## config.mk

```make
export PLATFORM = sky130hd
export DESIGN_NAME = quadrature_count_speed_estimator
export DESIGN_NICKNAME = d
export VERILOG_FILES = /design/src/hw/rtl/qcse_pkg.sv /design/src/hw/rtl/quadrature_count_speed_estimator.sv /design/src/hw/rtl/qcse_ctrl.sv /design/src/hw/rtl/qcse_dp.sv
export SDC_FILE = /design/constraint.sdc
export NUM_CORES = 2
export LEC_CHECK = 0
export ABC_AREA = 1
export BUFFER_PORTS_ARGS = -buffer_cell sky130_fd_sc_hd__buf_2
export CORE_UTILIZATION = 60
export DETAILED_ROUTE_END_ITERATION = 16
export PLACE_DENSITY = 0.78
export SLEW_MARGIN = 25
export SYNTH_ARGS = -nofsm -noshare
export SYNTH_HDL_FRONTEND = slang
export SYNTH_SLANG_ARGS = --single-unit
```

## constraint.sdc

```tcl
create_clock -name clk -period 6.1 [get_ports clk]
set_clock_uncertainty 0.05 [all_clocks]
set_input_delay 0.61 -clock clk [delete_from_list [all_inputs] [get_ports clk]]
set_output_delay 0.61 -clock clk [all_outputs]
set_load 0.05 [all_outputs]
```

## src/hw/rtl/qcse_pkg.sv

```systemverilog
package qcse_pkg;

	localparam int CNT_VAL_W = 32;
	localparam int PERIOD_W = 16;
	localparam int CFG_W = 4;
	localparam logic [CFG_W-1:0] CFG_RESET = 4'b0010;

	localparam int MUL_W = 10;
	localparam logic [MUL_W-1:0] MS_PER_S = 10'd1000;
	// |delta| * 1000 <= 2^31 * 1000 < 2^41
	localparam int PROD_W = 41;
	localparam int STEP_W = $clog2(PROD_W);

	localparam logic [31:0] RATE_MAX = 32'h7FFF_FFFF;
	localparam logic [31:0] RATE_MIN = 32'h8000_0000;

	typedef enum logic {
		KIND_START  = 1'b0,
		KIND_UPDATE = 1'b1
	} kind_t;

	typedef struct packed {
		logic                kind;
		logic [1:0]          channel;
		logic [CNT_VAL_W-1:0] counter_value;
		logic [PERIOD_W-1:0] period_ms;
	} qcse_in_t;

	typedef struct packed {
		logic signed [31:0]   delta_count;
		logic signed [31:0]   speed;
		logic [CNT_VAL_W-1:0] last_count;
		logic                 skipped;
	} qcse_out_t;

	typedef struct packed {
		logic capture;
		logic load_delta;
		logic load_mul;
		logic div_step;
		logic commit;
	} qcse_cmd_t;

	typedef struct packed {
		logic need_div;
	} qcse_sts_t;

endpackage

```

## src/hw/rtl/quadrature_count_speed_estimator.sv

```systemverilog
// channel   direction  handshake             payload
// in        input      in_valid / in_ready   in_item   (qcse_in_t)
// out       output     out_valid / out_ready out_item  (qcse_out_t)
// cfg       input      cfg_we                cfg_wdata (wide_channels)
//
// An update request with nonzero period passes the multiply step and the
// bit-serial divider (one quotient bit per cycle, 41 in all) before the next accept.
// Start, skipped and out-of-range requests bypass the multiply and divide.
// Reset clears all channel state and sets wide_channels to channel 1 only.
// A result waits in the output register; a stalled output holds back only
// the following request's final commit.
module quadrature_count_speed_estimator #(
	parameter int NUM_CHANNELS = 4
) (
	input  logic                       clk,
	input  logic                       arst_n,
	input  logic                       in_valid,
	output logic                       in_ready,
	input  qcse_pkg::qcse_in_t         in_item,
	output logic                       out_valid,
	input  logic                       out_ready,
	output qcse_pkg::qcse_out_t        out_item,
	input  logic                       cfg_we,
	input  logic [qcse_pkg::CFG_W-1:0] cfg_wdata
);
	import qcse_pkg::*;

	qcse_cmd_t cmd;
	qcse_sts_t sts;

	qcse_ctrl u_ctrl (
		.clk       (clk),
		.arst_n    (arst_n),
		.in_valid  (in_valid),
		.in_ready  (in_ready),
		.out_valid (out_valid),
		.out_ready (out_ready),
		.sts       (sts),
		.cmd       (cmd)
	);

	qcse_dp #(
		.NUM_CHANNELS (NUM_CHANNELS)
	) u_dp (
		.clk       (clk),
		.arst_n    (arst_n),
		.cfg_we    (cfg_we),
		.cfg_wdata (cfg_wdata),
		.in_item   (in_item),
		.cmd       (cmd),
		.sts       (sts),
		.out_item  (out_item)
	);

endmodule

```

## src/hw/rtl/qcse_ctrl.sv

```systemverilog
module qcse_ctrl (
	input  logic              clk,
	input  logic              arst_n,
	input  logic              in_valid,
	output logic              in_ready,
	output logic              out_valid,
	input  logic              out_ready,
	input  qcse_pkg::qcse_sts_t sts,
	output qcse_pkg::qcse_cmd_t cmd
);
	import qcse_pkg::*;

	typedef enum logic [4:0] {
		ST_IDLE  = 5'b00001,
		ST_DELTA = 5'b00010,
		ST_MUL   = 5'b00100,
		ST_DIV   = 5'b01000,
		ST_FIN   = 5'b10000
	} state_t;

	state_t state_q, state_d;
	logic [STEP_W-1:0] step_q;
	logic out_valid_q;
	logic last_step;

	assign in_ready  = (state_q == ST_IDLE);
	assign out_valid = out_valid_q;
	assign last_step = (step_q == STEP_W'(PROD_W - 1));

	always_comb begin
		cmd = '0;
		state_d = state_q;
		case (state_q)
			ST_IDLE: begin
				if (in_valid) begin
					cmd.capture = 1'b1;
					state_d = ST_DELTA;
				end
			end
			ST_DELTA: begin
				cmd.load_delta = 1'b1;
				state_d = sts.need_div ? ST_MUL : ST_FIN;
			end
			ST_MUL: begin
				cmd.load_mul = 1'b1;
				state_d = ST_DIV;
			end
			ST_DIV: begin
				cmd.div_step = 1'b1;
				if (last_step) state_d = ST_FIN;
			end
			ST_FIN: begin
				// wait for the output register to free up
				if (!out_valid_q || out_ready) begin
					cmd.commit = 1'b1;
					state_d = ST_IDLE;
				end
			end
			default: state_d = ST_IDLE;
		endcase
	end

	always_ff @(posedge clk or negedge arst_n) begin
		if (!arst_n) begin
			state_q <= ST_IDLE;
			step_q <= '0;
			out_valid_q <= 1'b0;
		end else begin
			state_q <= state_d;
			if (cmd.load_mul) step_q <= '0;
			else if (cmd.div_step) step_q <= step_q + 1'b1;
			if (cmd.commit) out_valid_q <= 1'b1;
			else if (out_ready) out_valid_q <= 1'b0;
		end
	end

	a_div_bound: assert property (@(posedge clk) disable iff (!arst_n)
		state_q == ST_DIV |-> step_q < STEP_W'(PROD_W))
		else $error("divider step count overran");
	a_accept_next: assert property (@(posedge clk) disable iff (!arst_n)
		in_valid && in_ready |=> state_q == ST_DELTA)
		else $error("accepted request not started");
	a_commit_room: assert property (@(posedge clk) disable iff (!arst_n)
		cmd.commit |-> !out_valid_q || out_ready)
		else $error("commit would overwrite pending result");
	a_commit_valid: assert property (@(posedge clk) disable iff (!arst_n)
		cmd.commit |=> out_valid_q && state_q == ST_IDLE)
		else $error("commit did not raise output valid");

endmodule

```

## src/hw/rtl/qcse_dp.sv

```systemverilog
module qcse_dp #(
	parameter int NUM_CHANNELS = 4
) (
	input  logic                          clk,
	input  logic                          arst_n,
	input  logic                          cfg_we,
	input  logic [qcse_pkg::CFG_W-1:0]    cfg_wdata,
	input  qcse_pkg::qcse_in_t            in_item,
	input  qcse_pkg::qcse_cmd_t           cmd,
	output qcse_pkg::qcse_sts_t           sts,
	output qcse_pkg::qcse_out_t           out_item
);
	import qcse_pkg::*;

	logic [CFG_W-1:0] wide_q;
	qcse_in_t in_q;
	logic [31:0] prev_q [NUM_CHANNELS];
	logic [31:0] chg_q  [NUM_CHANNELS];
	logic [31:0] rate_q [NUM_CHANNELS];
	logic [31:0] delta_q;
	logic [PROD_W-1:0] dvd_q;
	logic [PERIOD_W-1:0] rem_q;
	qcse_out_t out_q;

	logic [31:0] prev_sel, chg_sel, rate_sel;
	logic ch_ok, upd, strt;
	logic [31:0] diff, delta_d, abs_d;
	logic [PROD_W-1:0] prod;
	logic [PERIOD_W:0] rem_sh;
	logic ge;
	logic big;
	logic [31:0] rate_d, new_prev, new_chg, new_rate;
	qcse_out_t out_d;

	always_comb begin
		prev_sel = '0;
		chg_sel = '0;
		rate_sel = '0;
		for (int i = 0; i < NUM_CHANNELS; i++) begin
			if (32'(in_q.channel) == i) begin
				prev_sel = prev_q[i];
				chg_sel = chg_q[i];
				rate_sel = rate_q[i];
			end
		end
	end

	assign ch_ok = (32'(in_q.channel) < NUM_CHANNELS);
	assign upd = ch_ok && (in_q.kind == KIND_UPDATE) && (in_q.period_ms != '0);
	assign strt = ch_ok && (in_q.kind == KIND_START);
	assign sts.need_div = upd;

	// narrow counters wrap modulo 2^16 and sign-extend
	assign diff = in_q.counter_value - prev_sel;
	assign delta_d = wide_q[in_q.channel] ? diff : {{16{diff[15]}}, diff[15:0]};

	assign abs_d = delta_q[31] ? (~delta_q + 32'd1) : delta_q;
	assign prod = PROD_W'(abs_d) * PROD_W'(MS_PER_S);

	// restoring division, one quotient bit per step
	assign rem_sh = {rem_q, dvd_q[PROD_W-1]};
	assign ge = (rem_sh >= {1'b0, in_q.period_ms});

	// quotient magnitude at or above 2^31 saturates either way
	assign big = |dvd_q[PROD_W-1:31];
	always_comb begin
		if (delta_q[31]) rate_d = big ? RATE_MIN : (~dvd_q[31:0] + 32'd1);
		else rate_d = big ? RATE_MAX : dvd_q[31:0];
	end

	always_comb begin
		new_prev = (upd || strt) ? in_q.counter_value : prev_sel;
		new_chg = upd ? delta_q : (strt ? 32'd0 : chg_sel);
		new_rate = upd ? rate_d : (strt ? 32'd0 : rate_sel);
		out_d = '0;
		if (ch_ok) begin
			out_d.delta_count = new_chg;
			out_d.speed = new_rate;
			out_d.last_count = new_prev;
			out_d.skipped = (in_q.kind == KIND_UPDATE) && (in_q.period_ms == '0);
		end
	end

	always_ff @(posedge clk or negedge arst_n) begin
		if (!arst_n) begin
			wide_q <= CFG_RESET;
			for (int i = 0; i < NUM_CHANNELS; i++) begin
				prev_q[i] <= '0;
				chg_q[i] <= '0;
				rate_q[i] <= '0;
			end
		end else begin
			if (cfg_we) wide_q <= cfg_wdata;
			if (cmd.commit) begin
				for (int i = 0; i < NUM_CHANNELS; i++) begin
					if (32'(in_q.channel) == i) begin
						prev_q[i] <= new_prev;
						chg_q[i] <= new_chg;
						rate_q[i] <= new_rate;
					end
				end
			end
		end
	end

	always_ff @(posedge clk) begin
		if (cmd.capture) in_q <= in_item;
		if (cmd.load_delta) delta_q <= delta_d;
		if (cmd.load_mul) begin
			dvd_q <= prod;
			rem_q <= '0;
		end else if (cmd.div_step) begin
			rem_q <= ge ? PERIOD_W'(rem_sh - {1'b0, in_q.period_ms}) : rem_sh[PERIOD_W-1:0];
			dvd_q <= {dvd_q[PROD_W-2:0], ge};
		end
		if (cmd.commit) out_q <= out_d;
	end

	assign out_item = out_q;

	a_rem_bound: assert property (@(posedge clk) disable iff (!arst_n)
		$past(cmd.div_step) |-> rem_q < in_q.period_ms)
		else $error("divider remainder not below period");

endmodule

```

==> impl_metrics.env <==
export IMPL_status="finished, violations left"
export IMPL_violations="negative hold slack"
export IMPL_syn2layout_area_growth_pct=10.59
export IMPL_critPathMostFrequentCell="nand2_1"
export IMPL_routed_wl_um=99180
export IMPL_synth_area_um2=37080
export IMPL_fill_cells=4894
export IMPL_nets=4967
export IMPL_slew_headroom_pct=32.17
export IMPL_die_area_um2=62800
export IMPL_cp_arrival_ps=6050
export IMPL_grt_overflow=0
export IMPL_ant_nets=0
export IMPL_slowest_stage="edfxtp_1"
export IMPL_rsz0062_at_grt="false"
export IMPL_max_freq_mhz=174.4
export IMPL_worst_hold_slack_ps=-14.60
export IMPL_setup_viol=0
export IMPL_hold_class="input pin to asynchronous set/reset pin"
export IMPL_max_cap_violations=0
export IMPL_chipHeight_um=250.6
export IMPL_place_gp_congestion=0.9764
export IMPL_finalCriticalPeriod_ps=5735
export IMPL_ioPinCount=159
export IMPL_root_buffer="clkbuf_16"
export IMPL_ys_top_cells_by_count="nand2_1 (1,600), inv_1 (449), dfrtp_1 (398)"
export IMPL_yosysMostFrequentCell="nand2_1"
export IMPL_synth_edf_count=218
export IMPL_io_buffers=158
export IMPL_setup_tns_ps=0
export IMPL_avgSynthCellArea_um2=8.106
export IMPL_ys_warn_count=0
export IMPL_final_max_slew_viol_count=0
export IMPL_ys_seq_area_share_pct=45.68
export IMPL_num_vias=31510
export IMPL_cts_clk_slew_worst_paths_ps=60
export IMPL_clk_path_buf_depth=3
export IMPL_drt_drc_violations_left=0
export IMPL_critical_path_cell_chain="inv_1 > buf_4 > o21ai_1 > nand2_1 > nand2_1 > nand2_1 > nand2_1 > fa_1 > fa_1 > fa_1 > inv_1 > ha_1 > a21oi_1 > o21ai_0 > a21oi_1 > nor2_1 > nor2_1 > nand3_1 > nand3_1 > nand2_1"
export IMPL_vias_per_cell=5.705
export IMPL_startpoint_type="register"
export IMPL_cts_sinks=637
export IMPL_cts_made_buffers=69
export IMPL_slowest_delay_ps=880
export IMPL_cp_max_fo=17
export IMPL_hold_viol=6
export IMPL_cts_tree="done"
export IMPL_track_usage_pct=32.27
export IMPL_drive_gt1_share_pct=9.808
export IMPL_htree_levels=3
export IMPL_grt_pass1_vias=30720
export IMPL_path_class="register to register"
export IMPL_worst_slew_pin_slew_ps=1017
export IMPL_grt_pass1_wl_um=161600
export IMPL_die_x_um=250.6
export IMPL_path_depth=20
export IMPL_crit_required_ps=6420
export IMPL_wl_per_cell_um=17.96
export IMPL_post_dp_hpwl_um=68020
export IMPL_drtIter0Drc=3025
export IMPL_synthArstFlopShare_pct=62.79
export IMPL_worstRegToRegCells=20
export IMPL_synth_cell_types=54
export IMPL_postCtsHoldBufs=0
export IMPL_dr_pass1_iters=6
export IMPL_crit_family="adder cells"
export IMPL_cp_num_buf_inv=3
export IMPL_synth_top_flop_cell="dfrtp_1"
export IMPL_grt_max_degree=165
export IMPL_antenna_found_initial=0
export IMPL_yosys_top_cells_area="dfrtp_1 (27%), edfxtp_1 (18%), nand2_1 (16%)"
export IMPL_n_antenna_cell=0
export IMPL_initial_core_util_pct=61.10
export IMPL_ys_ff_latch=637
export IMPL_mappedNetlistNets=4858
export IMPL_netlist_instances=4575
export IMPL_yosysTopAreaCellShare_pct=26.86
export IMPL_yosys_area_top_type="dfrtp_1"
export IMPL_end_kind="register"
export IMPL_finalCritPeriodShare_pct=94.02
export IMPL_rows=90
export IMPL_core_um2=60700
export IMPL_clock_latency_ps=620
==> state kept, by name, summed over array words and instances (netlist names) <==
name,cells
u_dp.chg_q,128
u_dp.rate_q,128
u_ctrl.step_q,6
u_dp.out_item,97
u_ctrl.out_valid,1
u_ctrl.state_q,5
u_dp.in_q,51
u_dp.dvd_q,41
u_dp.wide_q,4
u_dp.prev_q,128
u_dp.rem_q,16
u_dp.delta_q,32
==> metrics by stage <==
stage	cell area, um2	setup slack (ps)	util, %	cells	hold WS (ps)
after floorplan	37080	771.2	-	4575	264.4
after global placement	38520	233.9	63.46	5394	406.6
after detailed placement	38520	151.7	63.46	5394	409.6
after CTS	40970	154.8	67.50	5522	7.595
after global routing	41010	15.88	67.57	5523	39.06
final	41010	364.7	67.57	5523	-14.60
==> cell type report <==
type                            instances  area [um2]  share of cell area, %
Clock buffer                           99        2064                  5.034
Clock inverter                         29       385.4                 0.9397
Inverter                              474        1789                  4.363
Multi-Input combinational cell       3285       17570                  42.85
Sequential cell                       637       16940                  41.30
Tap cell                              782       978.4                  2.386
Timing Repair Buffer                  217        1281                  3.124
==> timing repair <==
item                                    CTS  global route
resized for setup                         0            13
endpoints found under the setup margin    0            15
buffers inserted                          0             1
endpoints found under the hold margin     0             0
==> cells in the final DEF, fill, tap and decap left out, drive strengths merged, types with 5 or more instances in the layout <==
cell type / netlist / routed
buf: 113 / 217
nand4: 28 / 28
o211ai: 28 / 28
dfxtp: 19 / 19
a21o: 5 / 5
xnor2: 6 / 6
inv: 474 / 472
bufinv: 0 / 7
o221ai: 5 / 5
a21boi: 15 / 15
fa: 103 / 103
nand2: 1605 / 1605
xor2: 40 / 40
o22ai: 52 / 52
or2: 10 / 10
o21ai: 466 / 466
nor2: 273 / 273
nor4: 5 / 5
a21oi: 196 / 196
clkbuf: 66 / 99
nand3b: 15 / 15
nand3: 252 / 252
edfxtp: 218 / 218
dfrtp: 398 / 398
ha: 120 / 120
o21a: 9 / 9
a221oi: 10 / 10
o21bai: 9 / 9
nor3: 22 / 22
clkinv: 0 / 24
==> worst reg2reg max path: cells and delay by family, from the launching register on <==
family          cells  cell delay [ps]
fa+ha+maj           4             1830
compound gates      4             1140
simple gates        9              940
flops               1              880
buf+inv             3              650
==> final timing paths <==
check / start / endpoint / slack (ps)
max: u_dp.delta_q[31] / u_dp.dvd_q[38] / 360
min: arst_n / u_dp.prev_q[68] / -10
max reg2reg: u_dp.delta_q[31] / u_dp.dvd_q[38] / 360
min reg2reg: u_dp.rate_q[55] / u_dp.rate_q[55] / 430
max in group asynchronous: arst_n / u_dp.rate_q[89] / 4560
min in group clk: in_item[41] / u_dp.in_q[41] / 110
==> per-layer routing <==
layer / wire [um] / GRT usage [%]
met1: 42090 / 43.98
met2: 47230 / 53.17
met3: 6713 / 4.094
met4: 3152 / 11.85
met5: 0 / 0
==> logic make-up after synthesis <==
family / Yosys count / share of synthesized area (%)
buffers and inverters: 653 / 7.102
AND/OR/NAND/NOR: 2213 / 24.07
flip-flops: 637 / 45.68
adder cells (fa/ha/maj): 223 / 9.609
AO/OA/AOI/OAI: 800 / 12.20
multiplexers: 3 / 0.09109
XOR/XNOR: 46 / 1.248
Power is not shown: default switching activity piles up to over one toggle a cycle in this logic, so the estimate is an artifact.
